[config.mk]
export PLATFORM = sky130hd
export DESIGN_NAME = config_directive_line_parser_top
export DESIGN_NICKNAME = d
export VERILOG_FILES = /design/src/design/cdlp_pkg.sv /design/src/design/cdlp_ram.sv /design/src/design/cdlp_datapath.sv /design/src/design/cdlp_ctrl.sv /design/src/design/config_directive_line_parser_top.sv
export SDC_FILE = /design/constraint.sdc
export NUM_CORES = 1
export LEC_CHECK = 0
export BUFFER_PORTS_ARGS = -buffer_cell sky130_fd_sc_hd__buf_4
export CAP_MARGIN = 20
export CORE_MARGIN = 1
export CORE_UTILIZATION = 55
export DETAILED_ROUTE_END_ITERATION = 10
export PLACE_DENSITY = 0.8
export SYNTH_ARGS = -nofsm -noshare
export SYNTH_HDL_FRONTEND = slang
export SYNTH_SLANG_ARGS = --single-unit
[constraint.sdc]
create_clock -name clk -period 9.2 [get_ports clk]
set_input_delay 1.84 -clock clk [delete_from_list [all_inputs] [get_ports clk]]
set_output_delay 1.84 -clock clk [all_outputs]
set_load 0.01 [all_outputs]
[src/design/cdlp_pkg.sv]
// Package with shared types, constants and helper functions for the directive line parser.
package cdlp_pkg;

  localparam int TEXT_MAX    = 63;
  localparam int NAME_LEN    = 12;
  localparam int MAX_DEVICES = 8;
  localparam int MAX_INSTALL = 8;

  localparam int LEN_W  = $clog2(TEXT_MAX + 1);
  localparam int ADDR_W = $clog2(TEXT_MAX);

  // Directive kinds.
  localparam logic [2:0] KIND_FILES     = 3'd0;
  localparam logic [2:0] KIND_BUFFERS   = 3'd1;
  localparam logic [2:0] KIND_LASTDRIVE = 3'd2;
  localparam logic [2:0] KIND_DEVICE    = 3'd3;
  localparam logic [2:0] KIND_INSTALL   = 3'd4;
  localparam logic [2:0] KIND_SHELL     = 3'd5;
  localparam logic [2:0] KIND_BREAK     = 3'd6;
  localparam logic [2:0] KIND_NONE      = 3'd7;

  // Line phases.
  localparam logic [1:0] PH_LEAD    = 2'd0;
  localparam logic [1:0] PH_KEYWORD = 2'd1;
  localparam logic [1:0] PH_VALUE   = 2'd2;
  localparam logic [1:0] PH_SKIP    = 2'd3;

  // Register indexes.
  localparam logic [1:0] REG_FILES_MIN   = 2'd0;
  localparam logic [1:0] REG_FILES_MAX   = 2'd1;
  localparam logic [1:0] REG_BUFFERS_MIN = 2'd2;
  localparam logic [1:0] REG_BUFFERS_MAX = 2'd3;

  localparam logic [7:0] CH_CR    = 8'h0D;
  localparam logic [7:0] CH_LF    = 8'h0A;
  localparam logic [7:0] CH_SPACE = 8'h20;
  localparam logic [7:0] CH_TAB   = 8'h09;
  localparam logic [7:0] CH_SEMI  = 8'h3B;
  localparam logic [7:0] CH_EQ    = 8'h3D;

  typedef struct packed {
    logic [7:0] text_byte;
    logic       end_of_text;
  } in_item_t;

  typedef struct packed {
    logic [2:0]  directive_kind;
    logic [15:0] numeric_value;
    logic [7:0]  text_char;
    logic [15:0] directive_index;
    logic        run_last;
  } out_item_t;

  // Datapath status toward the controller.
  typedef struct packed {
    logic            eol;
    logic            accept_line;
    logic [LEN_W-1:0] run_len;
  } dp_status_t;

  // Controller commands toward the datapath.
  typedef struct packed {
    logic            take;
    logic            emit_start;
    logic [LEN_W-1:0] emit_pos;
  } dp_cmd_t;

  function automatic logic [7:0] to_upper(input logic [7:0] c);
    return (c >= 8'h61 && c <= 8'h7A) ? c - 8'd32 : c;
  endfunction

  function automatic logic is_blank(input logic [7:0] c);
    return c == CH_SPACE || c == CH_TAB;
  endfunction

  // Keyword letter at a given position, 0 past its end.
  function automatic logic [7:0] kw_char(input int k, input logic [3:0] p);
    logic [8*9-1:0] s;
    logic [3:0]     n;
    case (k)
      0: begin s = {"FILES", 32'h0}; n = 4'd5; end
      1: begin s = {"BUFFERS", 16'h0}; n = 4'd7; end
      2: begin s = "LASTDRIVE"; n = 4'd9; end
      3: begin s = {"DEVICE", 24'h0}; n = 4'd6; end
      4: begin s = {"INSTALL", 16'h0}; n = 4'd7; end
      5: begin s = {"SHELL", 32'h0}; n = 4'd5; end
      default: begin s = {"BREAK", 32'h0}; n = 4'd5; end
    endcase
    if (p >= n) return 8'h00;
    return s[8*(8-int'(p)) +: 8];
  endfunction

  function automatic logic [3:0] kw_len(input int k);
    case (k)
      0: return 4'd5;
      1: return 4'd7;
      2: return 4'd9;
      3: return 4'd6;
      4: return 4'd7;
      default: return 4'd5;
    endcase
  endfunction

endpackage

[src/design/cdlp_ram.sv]
// Generic single-port-write, registered-read RAM.
module cdlp_ram #(
  parameter int WIDTH = 8,
  parameter int DEPTH = 64
) (
  input  logic                     clk,
  input  logic                     we,
  input  logic [$clog2(DEPTH)-1:0] waddr,
  input  logic [WIDTH-1:0]         wdata,
  input  logic [$clog2(DEPTH)-1:0] raddr,
  output logic [WIDTH-1:0]         rdata
);

  logic [WIDTH-1:0] mem [DEPTH];

  // Write port and registered read port.
  always_ff @(posedge clk) begin
    if (we) begin
      mem[waddr] <= wdata;
    end
    rdata <= mem[raddr];
  end

endmodule

[src/design/cdlp_datapath.sv]
// Datapath: line scanner, value buffer, number accumulator, totals and result register.
module cdlp_datapath (
  input  logic                 clk,
  input  logic                 rst,
  input  cdlp_pkg::in_item_t   in_item,
  input  cdlp_pkg::dp_cmd_t    cmd,
  input  logic [15:0]          files_floor,
  input  logic [15:0]          files_max,
  input  logic [15:0]          buffers_min,
  input  logic [15:0]          buffers_max,
  output cdlp_pkg::dp_status_t status,
  output cdlp_pkg::out_item_t  res_item
);

  localparam int LW = cdlp_pkg::LEN_W;
  localparam int AW = cdlp_pkg::ADDR_W;

  logic [1:0]    line_phase;
  logic [6:0]    cand;
  logic [3:0]    kpos;
  logic          kspace;
  logic [LW-1:0] vlen;
  logic [LW-1:0] vlast;
  logic [LW-1:0] tlen;
  logic [31:0]   acc;
  logic          dseen;
  logic          dended;
  logic [3:0]    dev_total;
  logic [3:0]    ins_total;
  logic [15:0]   rec_total;
  logic [7:0]    first3 [3];

  logic [7:0] c;
  logic       sp;
  logic       eol;
  logic       feed_en;
  assign c        = in_item.text_byte;
  assign sp       = cdlp_pkg::is_blank(c);
  assign eol      = (c == cdlp_pkg::CH_CR) || (c == cdlp_pkg::CH_LF) || in_item.end_of_text;
  assign feed_en  = cmd.take && (c != cdlp_pkg::CH_CR) && (c != cdlp_pkg::CH_LF);

  // Keyword candidate filtering for one byte.
  logic [6:0] cand_char;
  logic [6:0] cand_eq;
  always_comb begin
    for (int k = 0; k < 7; k++) begin
      cand_char[k] = cand[k] && (kpos < cdlp_pkg::kw_len(k))
                     && (cdlp_pkg::kw_char(k, kpos) == cdlp_pkg::to_upper(c));
      cand_eq[k]   = cand[k] && (cdlp_pkg::kw_len(k) == kpos);
    end
  end

  // Digit accumulate with saturation: ten times the total by shift-and-add, plus the digit, in 36 bits.
  logic [35:0] acc_mul;
  logic [31:0] acc_new;
  logic [3:0]  dig;
  logic        is_dig;
  assign is_dig  = (c >= 8'h30) && (c <= 8'h39);
  assign dig     = 4'(c - 8'h30);
  assign acc_mul = {acc, 3'b000} + {2'b00, acc, 1'b0} + 36'(dig);
  assign acc_new = (acc_mul[35:32] != 4'd0) ? 32'hFFFF_FFFF : acc_mul[31:0];

  logic value_take;
  logic vstore;
  assign value_take = feed_en && (line_phase == cdlp_pkg::PH_VALUE)
                      && !((vlen == '0) && sp);
  assign vstore     = value_take && (vlen < LW'(cdlp_pkg::TEXT_MAX));

  // Next-state values as the byte would leave them, used for the line verdict.
  logic [1:0]    ph_n;
  logic [6:0]    cand_n;
  logic [LW-1:0] vlast_n;
  logic [LW-1:0] tlen_n;
  logic [31:0]   acc_n;
  logic          dseen_n;
  logic [7:0]    f3_n [3];
  always_comb begin
    ph_n    = line_phase;
    cand_n  = cand;
    vlast_n = vlast;
    tlen_n  = tlen;
    acc_n   = acc;
    dseen_n = dseen;
    f3_n    = first3;
    if (feed_en) begin
      unique case (line_phase)
        cdlp_pkg::PH_LEAD: begin
          if (!sp) begin
            if (c == cdlp_pkg::CH_SEMI || c == cdlp_pkg::CH_EQ) begin
              ph_n = cdlp_pkg::PH_SKIP;
            end else begin
              ph_n   = cdlp_pkg::PH_KEYWORD;
              cand_n = cand_char;
            end
          end
        end
        cdlp_pkg::PH_KEYWORD: begin
          if (c == cdlp_pkg::CH_EQ) begin
            cand_n = cand_eq;
            ph_n   = (cand_eq != 7'd0) ? cdlp_pkg::PH_VALUE : cdlp_pkg::PH_SKIP;
          end else if (!sp) begin
            cand_n = kspace ? 7'd0 : cand_char;
          end
        end
        cdlp_pkg::PH_VALUE: begin
          if (value_take) begin
            if (!dended && is_dig) begin
              acc_n   = acc_new;
              dseen_n = 1'b1;
            end
            if (vstore) begin
              if (tlen == vlen && !sp) tlen_n = tlen + 1'b1;
              if (!sp) vlast_n = vlen + 1'b1;
              for (int i = 0; i < 3; i++) begin
                if (vlen == LW'(i)) f3_n[i] = c;
              end
            end else if (!sp) begin
              vlast_n = LW'(cdlp_pkg::TEXT_MAX);
            end
          end
        end
        default: ;
      endcase
    end
  end

  // Line verdict: kind, whether it yields results, and run length.
  logic [2:0]    kind;
  logic          ok;
  logic [LW-1:0] rlen;
  logic [15:0]   numv;
  logic [31:0]   lo;
  logic [31:0]   hi;
  logic [31:0]   clamped;
  logic [7:0]    d0;
  always_comb begin
    kind = cdlp_pkg::KIND_NONE;
    if (ph_n == cdlp_pkg::PH_VALUE) begin
      for (int k = 6; k >= 0; k--) begin
        if (cand_n[k]) kind = 3'(k);
      end
    end
    lo      = (kind == cdlp_pkg::KIND_FILES) ? {16'h0, files_floor} : {16'h0, buffers_min};
    hi      = (kind == cdlp_pkg::KIND_FILES) ? {16'h0, files_max} : {16'h0, buffers_max};
    clamped = (acc_n < lo) ? lo : acc_n;
    clamped = (clamped > hi) ? hi : clamped;
    d0      = cdlp_pkg::to_upper(f3_n[0]);
    ok      = 1'b0;
    rlen    = LW'(1);
    numv    = 16'h0;
    case (kind)
      cdlp_pkg::KIND_FILES, cdlp_pkg::KIND_BUFFERS: begin
        ok   = dseen_n;
        numv = clamped[15:0];
      end
      cdlp_pkg::KIND_LASTDRIVE: begin
        ok   = (vlast_n != '0) && d0 >= 8'h41 && d0 <= 8'h5A;
        numv = {8'h0, d0};
      end
      cdlp_pkg::KIND_DEVICE: begin
        ok   = (vlast_n != '0) && (dev_total < 4'(cdlp_pkg::MAX_DEVICES));
        rlen = (tlen_n < LW'(cdlp_pkg::NAME_LEN)) ? tlen_n : LW'(cdlp_pkg::NAME_LEN);
      end
      cdlp_pkg::KIND_INSTALL: begin
        ok   = (vlast_n != '0) && (ins_total < 4'(cdlp_pkg::MAX_INSTALL));
        rlen = (tlen_n < LW'(cdlp_pkg::NAME_LEN)) ? tlen_n : LW'(cdlp_pkg::NAME_LEN);
      end
      cdlp_pkg::KIND_SHELL: begin
        ok   = vlast_n != '0;
        rlen = vlast_n;
      end
      cdlp_pkg::KIND_BREAK: begin
        if (vlast_n == LW'(2) && d0 == 8'h4F && cdlp_pkg::to_upper(f3_n[1]) == 8'h4E) begin
          ok   = 1'b1;
          numv = 16'd1;
        end else if (vlast_n == LW'(3) && d0 == 8'h4F
                     && cdlp_pkg::to_upper(f3_n[1]) == 8'h46
                     && cdlp_pkg::to_upper(f3_n[2]) == 8'h46) begin
          ok   = 1'b1;
          numv = 16'd0;
        end
      end
      default: ok = 1'b0;
    endcase
  end

  assign status.eol         = eol;
  assign status.accept_line = ok;
  assign status.run_len     = rlen;

  // Value character buffer.
  logic [7:0]    ram_q;
  logic [AW-1:0] raddr;
  assign raddr = cmd.emit_start ? '0 : cmd.emit_pos[AW-1:0];
  cdlp_ram #(.WIDTH(8), .DEPTH(cdlp_pkg::TEXT_MAX)) u_ram (
    .clk  (clk),
    .we   (vstore),
    .waddr(vlen[AW-1:0]),
    .wdata(c),
    .raddr(raddr),
    .rdata(ram_q)
  );

  // Line state registers.
  always_ff @(posedge clk) begin
    if (rst || (cmd.take && eol)) begin
      line_phase <= cdlp_pkg::PH_LEAD;
      cand       <= 7'h7F;
      kpos       <= '0;
      kspace     <= 1'b0;
      vlen       <= '0;
      vlast      <= '0;
      tlen       <= '0;
      acc        <= '0;
      dseen      <= 1'b0;
      dended     <= 1'b0;
    end else if (feed_en) begin
      line_phase <= ph_n;
      cand       <= cand_n;
      vlast      <= vlast_n;
      tlen       <= tlen_n;
      acc        <= acc_n;
      dseen      <= dseen_n;
      first3     <= f3_n;
      if ((line_phase == cdlp_pkg::PH_LEAD && !sp && c != cdlp_pkg::CH_SEMI
           && c != cdlp_pkg::CH_EQ)
          || (line_phase == cdlp_pkg::PH_KEYWORD && !sp && c != cdlp_pkg::CH_EQ)) begin
        if (kpos != 4'd15) kpos <= kpos + 1'b1;
      end
      if (line_phase == cdlp_pkg::PH_KEYWORD && sp) kspace <= 1'b1;
      if (value_take && !dended && !is_dig) dended <= 1'b1;
      if (vstore) vlen <= vlen + 1'b1;
    end
  end

  // Kind, number and index of the line being emitted.
  logic [2:0]  run_kind;
  logic [15:0] run_num;
  logic [15:0] rec_next;
  assign rec_next = (rec_total != 16'hFFFF) ? rec_total + 1'b1 : rec_total;

  // Text totals and running directive count; the final byte of a text clears them
  // at the same edge at which the index of its own line is captured.
  always_ff @(posedge clk) begin
    if (rst) begin
      dev_total <= '0;
      ins_total <= '0;
      rec_total <= '0;
    end else if (cmd.take && in_item.end_of_text) begin
      dev_total <= '0;
      ins_total <= '0;
      rec_total <= '0;
    end else if (cmd.emit_start) begin
      rec_total <= rec_next;
      if (kind == cdlp_pkg::KIND_DEVICE) dev_total <= dev_total + 1'b1;
      if (kind == cdlp_pkg::KIND_INSTALL) ins_total <= ins_total + 1'b1;
    end
  end

  always_ff @(posedge clk) begin
    if (cmd.emit_start) begin
      run_kind <= kind;
      run_num  <= numv;
    end
  end

  // Result fields; the text character comes straight from the RAM read register.
  logic [15:0] idx_hold;
  always_ff @(posedge clk) begin
    if (cmd.emit_start) idx_hold <= rec_next;
  end

  always_comb begin
    res_item.directive_kind  = run_kind;
    res_item.numeric_value   = run_num;
    res_item.directive_index = idx_hold;
    res_item.run_last        = 1'b0;
    res_item.text_char       = (run_kind == cdlp_pkg::KIND_DEVICE
                                || run_kind == cdlp_pkg::KIND_INSTALL
                                || run_kind == cdlp_pkg::KIND_SHELL) ? ram_q : 8'h00;
  end

endmodule

[src/design/cdlp_ctrl.sv]
// Controller: accepts bytes, sequences the result run at each recognized line end.
module cdlp_ctrl (
  input  logic                 clk,
  input  logic                 rst,
  input  logic                 in_valid,
  output logic                 in_ready,
  output logic                 out_valid,
  input  logic                 out_ready,
  input  cdlp_pkg::dp_status_t status,
  output cdlp_pkg::dp_cmd_t    cmd,
  output logic                 run_last
);

  localparam int LW = cdlp_pkg::LEN_W;

  localparam logic [1:0] ST_IDLE = 2'd0;
  localparam logic [1:0] ST_READ = 2'd1;
  localparam logic [1:0] ST_SHOW = 2'd2;

  logic [1:0]    state;
  logic [1:0]    state_next;
  logic [LW-1:0] pos;
  logic [LW-1:0] pos_next;
  logic [LW-1:0] len;
  logic          take;
  logic          start;

  assign in_ready  = (state == ST_IDLE);
  assign take      = in_valid && in_ready;
  assign start     = take && status.eol && status.accept_line;
  assign out_valid = (state == ST_SHOW);
  assign run_last  = (pos + 1'b1 == len);

  assign cmd.take       = take;
  assign cmd.emit_start = start;
  assign cmd.emit_pos   = pos_next;

  // State sequencing: read the first buffer entry, then show each entry of the run, each until transferred.
  always_comb begin
    state_next = state;
    pos_next   = pos;
    unique case (state)
      ST_IDLE: begin
        pos_next = '0;
        if (start) state_next = ST_READ;
      end
      ST_READ: state_next = ST_SHOW;
      ST_SHOW: begin
        if (out_ready) begin
          if (run_last) begin
            state_next = ST_IDLE;
          end else begin
            pos_next   = pos + 1'b1;
            state_next = ST_SHOW;
          end
        end
      end
      default: state_next = ST_IDLE;
    endcase
  end

  always_ff @(posedge clk) begin
    if (rst) begin
      state <= ST_IDLE;
      pos   <= '0;
      len   <= '0;
    end else begin
      state <= state_next;
      pos   <= pos_next;
      if (start) len <= status.run_len;
    end
  end

  // The run is never empty and bytes are held off during a run.
  a_len_nonzero: assert property (@(posedge clk) disable iff (rst)
    out_valid |-> len != '0) else $error("empty run");
  a_no_take_in_run: assert property (@(posedge clk) disable iff (rst)
    out_valid |-> !in_ready) else $error("byte taken during run");
  a_pos_in_range: assert property (@(posedge clk) disable iff (rst)
    out_valid |-> pos < len) else $error("run position past end");

endmodule

[src/design/config_directive_line_parser_top.sv]
// Top level: APB registers, controller and datapath of the directive line parser.
//
//  channel | direction | handshake
//  in      | input     | in_valid / in_ready, payload in_item
//  out     | output    | out_valid / out_ready, payload out_item
//  apb     | input     | psel, penable, pwrite, paddr, pwdata, prdata, pready
//
// A byte that does not end a recognized line is taken while the controller is idle.
// A recognized line end enters a read state for the first buffered character, then a run
// of N results, one per cycle while out_ready is high; input is held off meanwhile
// (N is 1 for numeric directives, up to 12 for names, up to 63 for shell text).
// Reset is synchronous; registers return to files 8..255, buffers 1..99.
// A stalled result holds until transferred.
module config_directive_line_parser_top (
  input  logic                clk,
  input  logic                rst,
  input  logic                in_valid,
  output logic                in_ready,
  input  cdlp_pkg::in_item_t  in_item,
  output logic                out_valid,
  input  logic                out_ready,
  output cdlp_pkg::out_item_t out_item,
  input  logic                psel,
  input  logic                penable,
  input  logic                pwrite,
  input  logic [3:0]          paddr,
  input  logic [31:0]         pwdata,
  output logic [31:0]         prdata,
  output logic                pready
);

  logic [15:0] files_floor;
  logic [15:0] files_max;
  logic [15:0] buffers_min;
  logic [15:0] buffers_max;

  cdlp_pkg::dp_status_t status;
  cdlp_pkg::dp_cmd_t    cmd;
  cdlp_pkg::out_item_t  dp_item;
  logic                 run_last;

  assign pready = 1'b1;

  // Register writes.
  always_ff @(posedge clk) begin
    if (rst) begin
      files_floor <= 16'd8;
      files_max   <= 16'd255;
      buffers_min <= 16'd1;
      buffers_max <= 16'd99;
    end else if (psel && penable && pwrite && paddr[1:0] == 2'b00) begin
      unique case (paddr[3:2])
        cdlp_pkg::REG_FILES_MIN:   files_floor <= pwdata[15:0];
        cdlp_pkg::REG_FILES_MAX:   files_max   <= pwdata[15:0];
        cdlp_pkg::REG_BUFFERS_MIN: buffers_min <= pwdata[15:0];
        cdlp_pkg::REG_BUFFERS_MAX: buffers_max <= pwdata[15:0];
        default: ;
      endcase
    end
  end

  // Register reads.
  always_comb begin
    unique case (paddr[3:2])
      cdlp_pkg::REG_FILES_MIN:   prdata = {16'h0, files_floor};
      cdlp_pkg::REG_FILES_MAX:   prdata = {16'h0, files_max};
      cdlp_pkg::REG_BUFFERS_MIN: prdata = {16'h0, buffers_min};
      default:                   prdata = {16'h0, buffers_max};
    endcase
  end

  cdlp_ctrl u_ctrl (
    .clk      (clk),
    .rst      (rst),
    .in_valid (in_valid),
    .in_ready (in_ready),
    .out_valid(out_valid),
    .out_ready(out_ready),
    .status   (status),
    .cmd      (cmd),
    .run_last (run_last)
  );

  cdlp_datapath u_dp (
    .clk        (clk),
    .rst        (rst),
    .in_item    (in_item),
    .cmd        (cmd),
    .files_floor(files_floor),
    .files_max  (files_max),
    .buffers_min(buffers_min),
    .buffers_max(buffers_max),
    .status     (status),
    .res_item   (dp_item)
  );

  // Merge the run-last flag from the controller.
  always_comb begin
    out_item          = dp_item;
    out_item.run_last = run_last;
  end

endmodule
### Word level (Yosys, flattened, before mapping)

Memory sizes are Yosys's and may differ from the RTL's. A register that Yosys moved wholly into a read port is not among the register bits.
Cells that the tools add are included.

* input bits: 52
* memory bits (writable): 504
* flip-flop bits (word level): 227
* memories kept: 1
* word-level logic and storage cells: 313
* output and inout bits: 79

Memory list
* u_dp.u_ram.mem: words 63, bits a word 8, rd ports 1, clocked after Yosys merged registers in 1, write ports 1, RTL line cdlp_ram.sv:14 `logic [WIDTH-1:0] mem [DEPTH];`

* muxes and demuxes: 91
* equal/unequal tests: 52
* bitwise logic cells: 1
* add/sub/neg operators: 15
* order comparisons: 26
* reduce and logical (&&, ||, !) cells: 94
* shift operators: 7

Operators by type and width (number)
* 72-bit by 32-bit variable part select with 8-bit output, first input constant: 7
* 32-bit two-way mux: 6
* 8-bit two-way mux: 19
* 24-bit two-way mux: 4
* 16-bit one-hot mux with 3 select lines: 2
* 6-bit two-way mux: 15
* 16-bit two-way mux: 4
* 1-bit logical AND: 58
* 8-bit == test: 7
* 7-bit two-way mux: 6
* 8-bit by 7-bit >= comparator with 1-bit output, second input constant: 5
* 8-bit by 7-bit <= comparator with 1-bit output, second input constant: 5
* 35-bit by 33-bit adder with 36-bit output: 1
* 36-bit by 4-bit adder with 36-bit output: 1
* 8-bit by 7-bit == test with 1-bit output, second input constant: 4
* 32-bit by 16-bit greater-than comparator with 1-bit output: 1
* 32-bit < comparator: 1
* 8-bit by 6-bit subtractor with 8-bit output, second input constant: 4
* 8-bit by 4-bit == test with 1-bit output, second input constant: 3
* 8-bit by 6-bit == test with 1-bit output, second input constant: 3
* 6-bit one-hot mux with 2 select lines: 2
* 2-bit AND reduction: 11
* 6-bit by 1-bit adder with 6-bit output, second input constant: 3
* 6-bit by 2-bit == test with 1-bit output, second input constant: 3
* 45 further kinds: 111

### Depth between registers and ports, before layout

* word-level depth: 25
* mapped depth: 40
* gate-level depth less buffers: 37

### Hierarchy

Synthesis repeated with hierarchy kept, for this count alone.

* cells, all modules: 2936
* area, all modules: 37071.8 sq um

Modules (own cells, without submodules)
* cdlp_ram: area an instance 19844.0 sq um, times used 1, cells each 951, sequential area each 15294.7 sq um
* cdlp_datapath: area an instance 13187.6 sq um, times used 1, cells each 1578, sequential area each 3573.4 sq um
* config_directive_line_parser_top: area an instance 3114.2 sq um, times used 1, cells each 299, sequential area each 1281.2 sq um
* cdlp_ctrl: area an instance 925.9 sq um, times used 1, cells each 108, sequential area each 280.3 sq um

### Worst setup path before layout

No wires, ideal clock.

* path kind: input-to-reg
* from: input in_item[4] (netlist bit)
* to: register u_dp.run_num[7], data pin
* buffers on the path: 3
* arrival time: 9.376 ns
* setup slack: -0.432 ns
* library setup time: 0.256 ns
* required time: 8.944 ns
* cell stages on the path: 39
* cell sequence: fa_1 ha_1 a21o_1 nand4_1 a21oi_1 o21ai_1 a21boi_0 a311oi_1 o211ai_1 clkbuf_1 o22ai_1 inv_1 ha_1 a21o_1 a21oi_1 nor2b_1 o21ai_0 nand2b_1 [... 3 more ...] nand3_1 nor3_4 buf_4 mux2i_1 ha_1 nor2b_1 o21a_1 o21a_1 o21a_1 o21a_1 o211ai_1 a21oi_1 a2111oi_0 o21ai_0 o21ai_1 clkbuf_1 o21ai_0 a31o_2

* elaborated cells between the ends (all ways): 89
* classes of those cells: add/sub: 4; order compare: 8; eq/ne: 17; mux: 37; reduce/logical: 23

RTL lines
* start, declared: RTL line config_directive_line_parser_top.sv:19 `input cdlp_pkg::in_item_t in_item,`
* 4-bit by 1-bit subtractor with 4-bit output (tied with other cells): RTL line cdlp_datapath.sv:59 `assign dig = 4'(c - 8'h30);`
* 36-bit by 4-bit adder with 36-bit output (tied with other cells): RTL line cdlp_datapath.sv:60 `assign acc_mul = {acc, 3'b000} + {2'b00, acc, 1'b0} + 36'(dig);`
* 4-bit nonzero test (tied with other cells): RTL line cdlp_datapath.sv:61 `assign acc_new = (acc_mul[35:32] != 4'd0) ? 32'hFFFF_FFFF : acc_mul[31:0];`
* 32-bit two-way mux (tied with other cells): RTL line cdlp_datapath.sv:61
* 32-bit two-way mux or 1-bit logical AND (tied branches): RTL line cdlp_datapath.sv:107, cdlp_datapath.sv:66
* 32-bit two-way mux: RTL line cdlp_datapath.sv:106 `if (value_take) begin`
* 32-bit two-way mux: RTL line cdlp_datapath.sv:86 `unique case (line_phase)`
* 32-bit two-way mux *: RTL line cdlp_datapath.sv:85 `if (feed_en) begin`
* net u_dp.acc_n[9]: RTL line cdlp_datapath.sv:74 `logic [31:0] acc_n;`
* 32-bit < comparator: RTL line cdlp_datapath.sv:145 `clamped = (acc_n < lo) ? lo : acc_n;`
* 32-bit two-way mux *: RTL line cdlp_datapath.sv:145
* 32-bit by 16-bit greater-than comparator with 1-bit output: RTL line cdlp_datapath.sv:146 `clamped = (clamped > hi) ? hi : clamped;`
* 16-bit two-way mux *: RTL line cdlp_datapath.sv:146
* 16-bit one-hot mux with 3 select lines *: RTL line cdlp_datapath.sv:151 `case (kind)`
* net u_dp.numv[7]: RTL line cdlp_datapath.sv:131 `logic [15:0] numv;`
* end signal, assigned: RTL line cdlp_datapath.sv:263 `run_num <= numv;`
* end, declared: RTL line cdlp_datapath.sv:238 `logic [15:0] run_num;`

Mark *: on every way through the listed nets, which the timed path passes. The rest lies on a longest branch.
A chain may end at the register's enable or synchronous reset.

### Final worst setup path

* from: input in_item[4] (netlist bit)
* to: register u_dp.run_num[5], data pin

The elaborated chain is that of the path after synthesis.

==> results.yml <==
worst_setup_path:
  arrival_ns: 9.01
  critPathSlowestCell: "fa_1"
  r2r_end: "u_dp.run_num[5]"
  crit_top_cell: "o21a_1"
  startpoint: "in_item[4]"
  r2r_cells: 38
  rrSetupSlack_ns: 1.13
  required_ns: 9.59
  path_max_fanout: 8
  worstSetupPathType: "input pin to flop"
  worstSetupEndpoint: "u_dp.run_num[5]"
  cp-start-kind: "input pin"
  critPathCaptureType: "flop"
  critical_path.max_stage_delay_ns: 0.53
  r2r_start: "u_dp.acc[17]"
pwr:
  p_leak_nw: 15.43
  p_sw_mw: 1.553
  vdd_drop_max_mv: 0.1303
  clockPowerShare: 0.442
  netSwitchingFraction: 0.2223
  internal_power_mw: 5.434
  power_density_nw_per_um2: 167.7
  comb_power_share: 0.043
  seq_power_share: 0.515
global_route:
  grt_usage: 0.2935
  grt_pass1_wl_mm: 156.5
  grt_max_degree: 149
  grt_pass1_vias: 27920
  antenna_found_initial: 5
  overflow: 0
floorplanning:
  start_util: 0.5606
  die_y_um: 262.0
  die-area_um2: 68650
  core_um2: 66330
  fp.dieW_um: 262.0
  rows: 94
  ioPinCount: 131
finish:
  nets: 3821
  final_util: 0.6281
  area_growth_pct: 12.05
  final_layout_size_suffix_gt1_frac: 0.1208
clock_tree:
  worstSkewPairLatency_ns: 0.63
  clk_path_buf_depth: 3
  numCtsBuffers: 77
  cts_root_buf: "clkbuf_16"
  postCtsHoldBufs: 0
  clock_sinks: 739
  cts_tree: "built"
  clkTransAtPathRegs_ns: 0.07
  htreeDepth: 3
timing:
  fmax_mhz: 115.9
  finalHoldViolations: 0
  slew_violations: 0
  holdWs_ns: 0.4614
  slew_headroom: 0.2915
  period_needed_ns: 8.628
  setup_viol_count_final: 0
  period_share: 0.9378
  skew_ns: 0.02570
  rsz0062_at_grt: "no"
  tightest_slew_ns: 1.036
synth:
  synth_compound_area_frac: 0.1270
  synthesis.area_um2: 37180
  synth_simple_gate_area_frac: 0.1892
  synth_edf_count: 563
  ys_ff_latch: 739
  yosysSeqAreaShare: 0.5494
  yosys.area_share.adder: 0.03910
  synth-xor-area-share: 0.01837
  synth.distinct_cells: 88
  yosys_warnings: 0
  synth_mux_area_frac: 0.04341
  synth_top_family_by_area: "simple AND/OR/NAND/NOR gates"
  synth-main-ff-cell: "edfxtp_1"
  syn-instance-count: 3585
  async_flop_share: 0
  postSynthAreaPerCell_um2: 10.37
place:
  dp_hpwl_mm: 65.01
  place.gp.congestion: 0.9752
  portBuffers: 97
route:
  via_per_inst: 6.410
  vias: 29390
  detail-route-antenna-nets: 0
  drt_wl_total_mm: 101.8
  wire_per_inst_um: 22.21
  first_pass_iters: 6
  drt_iter0_markers: 3532
  drc: 0
run_status:
  outcome: "complete, no violations"
run:
  maxCapViolations: 0
worst_hold_path:
  hold_path_class: "flop to flop"
## layout make-up
cell class | instances | area (um2)
Fill cell | 5138 | 24670
Sequential cell | 739 | 20430
Multi-Input combinational cell | 2563 | 15710
Clock buffer | 108 | 2198
Timing Repair Buffer | 218 | 1709
Tap cell | 864 | 1081
Clock inverter | 34 | 326.6
Inverter | 55 | 206.4
Antenna cell | 3 | 7.507
## cell families after synthesis
kind of cell	Yosys count
AO/OA/AOI/OAI	699
flip-flops	739
XOR/XNOR	78
other	2
AND/OR/NAND/NOR	1516
adder cells (fa/ha/maj)	115
multiplexers	138
buffers and inverters	298
## routing by layer
metal / track usage / up-vias / part of all wire
met5: 0 / - / 0.00012
met4: 0.1195 / 2 / 0.036
met3: 0.05421 / 247 / 0.10
met2: 0.4587 / 1666 / 0.46
met1: 0.4049 / 14100 / 0.40
li1: - / 13370 / -
## flip-flops by register name (all words and copies together) (netlist names), 2 cells and up
signal,count
u_dp.u_ram.mem,504
u_dp.first3,24
u_dp.vlast,6
files_floor,16
u_dp.cand,7
u_dp.run_num,16
u_dp.idx_hold,16
u_dp.line_phase,2
buffers_max,16
u_dp.tlen,6
u_dp.acc,32
buffers_min,16
u_dp.ins_total,4
files_max,16
u_ctrl.len,6
u_dp.rec_total,16
u_dp.vlen,6
u_ctrl.pos,6
u_dp.run_kind,3
u_dp.kpos,4
u_dp.dev_total,4
u_dp.u_ram.rdata,8
u_ctrl.state,2
## cell usage in the layout (no fill, tap or decap), types with 25 or more instances in the layout
cell type	instances
a211oi_1	30
a21o_1	26
a21oi_1	176
a311oi_1	50
a31oi_1	54
and3_1	101
buf_4	211
clkbuf_16	81
dfxtp_1	176
edfxtp_1	563
ha_1	113
inv_1	54
mux2_2	26
mux2i_1	94
nand2_1	692
nand2b_1	35
nand3_1	129
nand4_1	37
nor2_1	269
nor3_1	57
nor4_1	25
o211ai_1	27
o21ai_0	98
o22ai_1	40
xnor2_1	51
xor2_1	27
## worst max-delay path: cells and delay by family
| family | cells | cell delay, ns |
|---|---|---|
| AOI/OAI and AO/OA | 23 | 3.98 |
| adders and majority gates | 4 | 1.42 |
| buffers and inverters | 4 | 0.54 |
| and+or+nand+nor | 7 | 0.92 |
| muxes | 1 | 0.28 |
## metrics by stage
| step | TNS, ns | area (um2) | power (mW) | setup slack [ns] | cells |
|---|---|---|---|---|---|
| 2_1_floorplan | 0 | 37270 | 3.844 | 0.0008704 | 3600 |
| 3_3_place_gp | -3.968 | 39020 | 3.953 | -0.2797 | 4434 |
| 3_5_place_dp | -5.563 | 39030 | 3.958 | -0.3928 | 4435 |
| 4_1_cts | 0 | 41560 | 6.986 | 0.2103 | 4577 |
| 5_1_grt | 0 | 41660 | 7.146 | 0.05856 | 4582 |
| 6_report | 0 | 41670 | 6.987 | 0.5725 | 4584 |
## power groups by stage
stage	combinational [mW]	sequential [mW]	clock, mW
floorplan	0.178	3.67	0
global placement	0.285	3.67	0
detailed placement	0.289	3.67	0
CTS	0.290	3.60	3.10
global route	0.319	3.60	3.23
finish	0.298	3.60	3.09
## worst min-delay path by stage
stage,startpoint,endpoint,slack [ns],cells after the start
6_report,u_dp.dended,u_dp.dended,0.46,2
5_1_grt,buffers_max[9],buffers_max[9],0.49,2
4_1_cts,u_dp.dended,u_dp.dended,0.46,2
3_5_place_dp,u_dp.dended,u_dp.dended,0.45,2
3_3_place_gp,u_dp.dev_total[3],u_dp.dev_total[3],0.44,2
2_1_floorplan,u_dp.dev_total[3],u_dp.dev_total[3],0.42,2
## cells in the mapped netlist (18+ instances only)
| cell | n | area (um2) |
|---|---|---|
| a211oi_1 | 30 | 225.2 |
| a21o_1 | 26 | 195.2 |
| a21oi_1 | 178 | 890.9 |
| a311oi_1 | 51 | 446.7 |
| a31o_2 | 19 | 166.4 |
| a31oi_1 | 54 | 337.8 |
| and2_1 | 21 | 131.4 |
| and3_1 | 101 | 631.9 |
| buf_1 | 28 | 105.1 |
| buf_2 | 18 | 90.09 |
| buf_4 | 19 | 142.6 |
| clkbuf_1 | 174 | 653.1 |
| dfxtp_1 | 176 | 3523 |
| edfxtp_1 | 563 | 16910 |
| ha_1 | 113 | 1414 |
| inv_1 | 54 | 202.7 |
| mux2_2 | 26 | 292.8 |
| mux2i_1 | 96 | 960.9 |
| nand2_1 | 692 | 2597 |
| nand2b_1 | 36 | 225.2 |
| nand3_1 | 129 | 645.6 |
| nand3b_1 | 20 | 150.1 |
| nand4_1 | 37 | 231.5 |
| nor2_1 | 271 | 1017 |
| nor2b_1 | 24 | 150.1 |
| nor3_1 | 57 | 285.3 |
| nor4_1 | 25 | 156.4 |
| o211ai_1 | 27 | 202.7 |
| o21ai_0 | 101 | 505.5 |
| o22ai_1 | 42 | 262.8 |
| or3_1 | 22 | 137.6 |
| xnor2_1 | 51 | 446.7 |
| xor2_1 | 27 | 236.5 |
## timing repair
action                     in CTS  in global routing
resized for setup               0                 17
setup buffers                   0                  2
setup endpoints to repair       0                 16
Note: power is estimated with default switching activity, not from simulation.
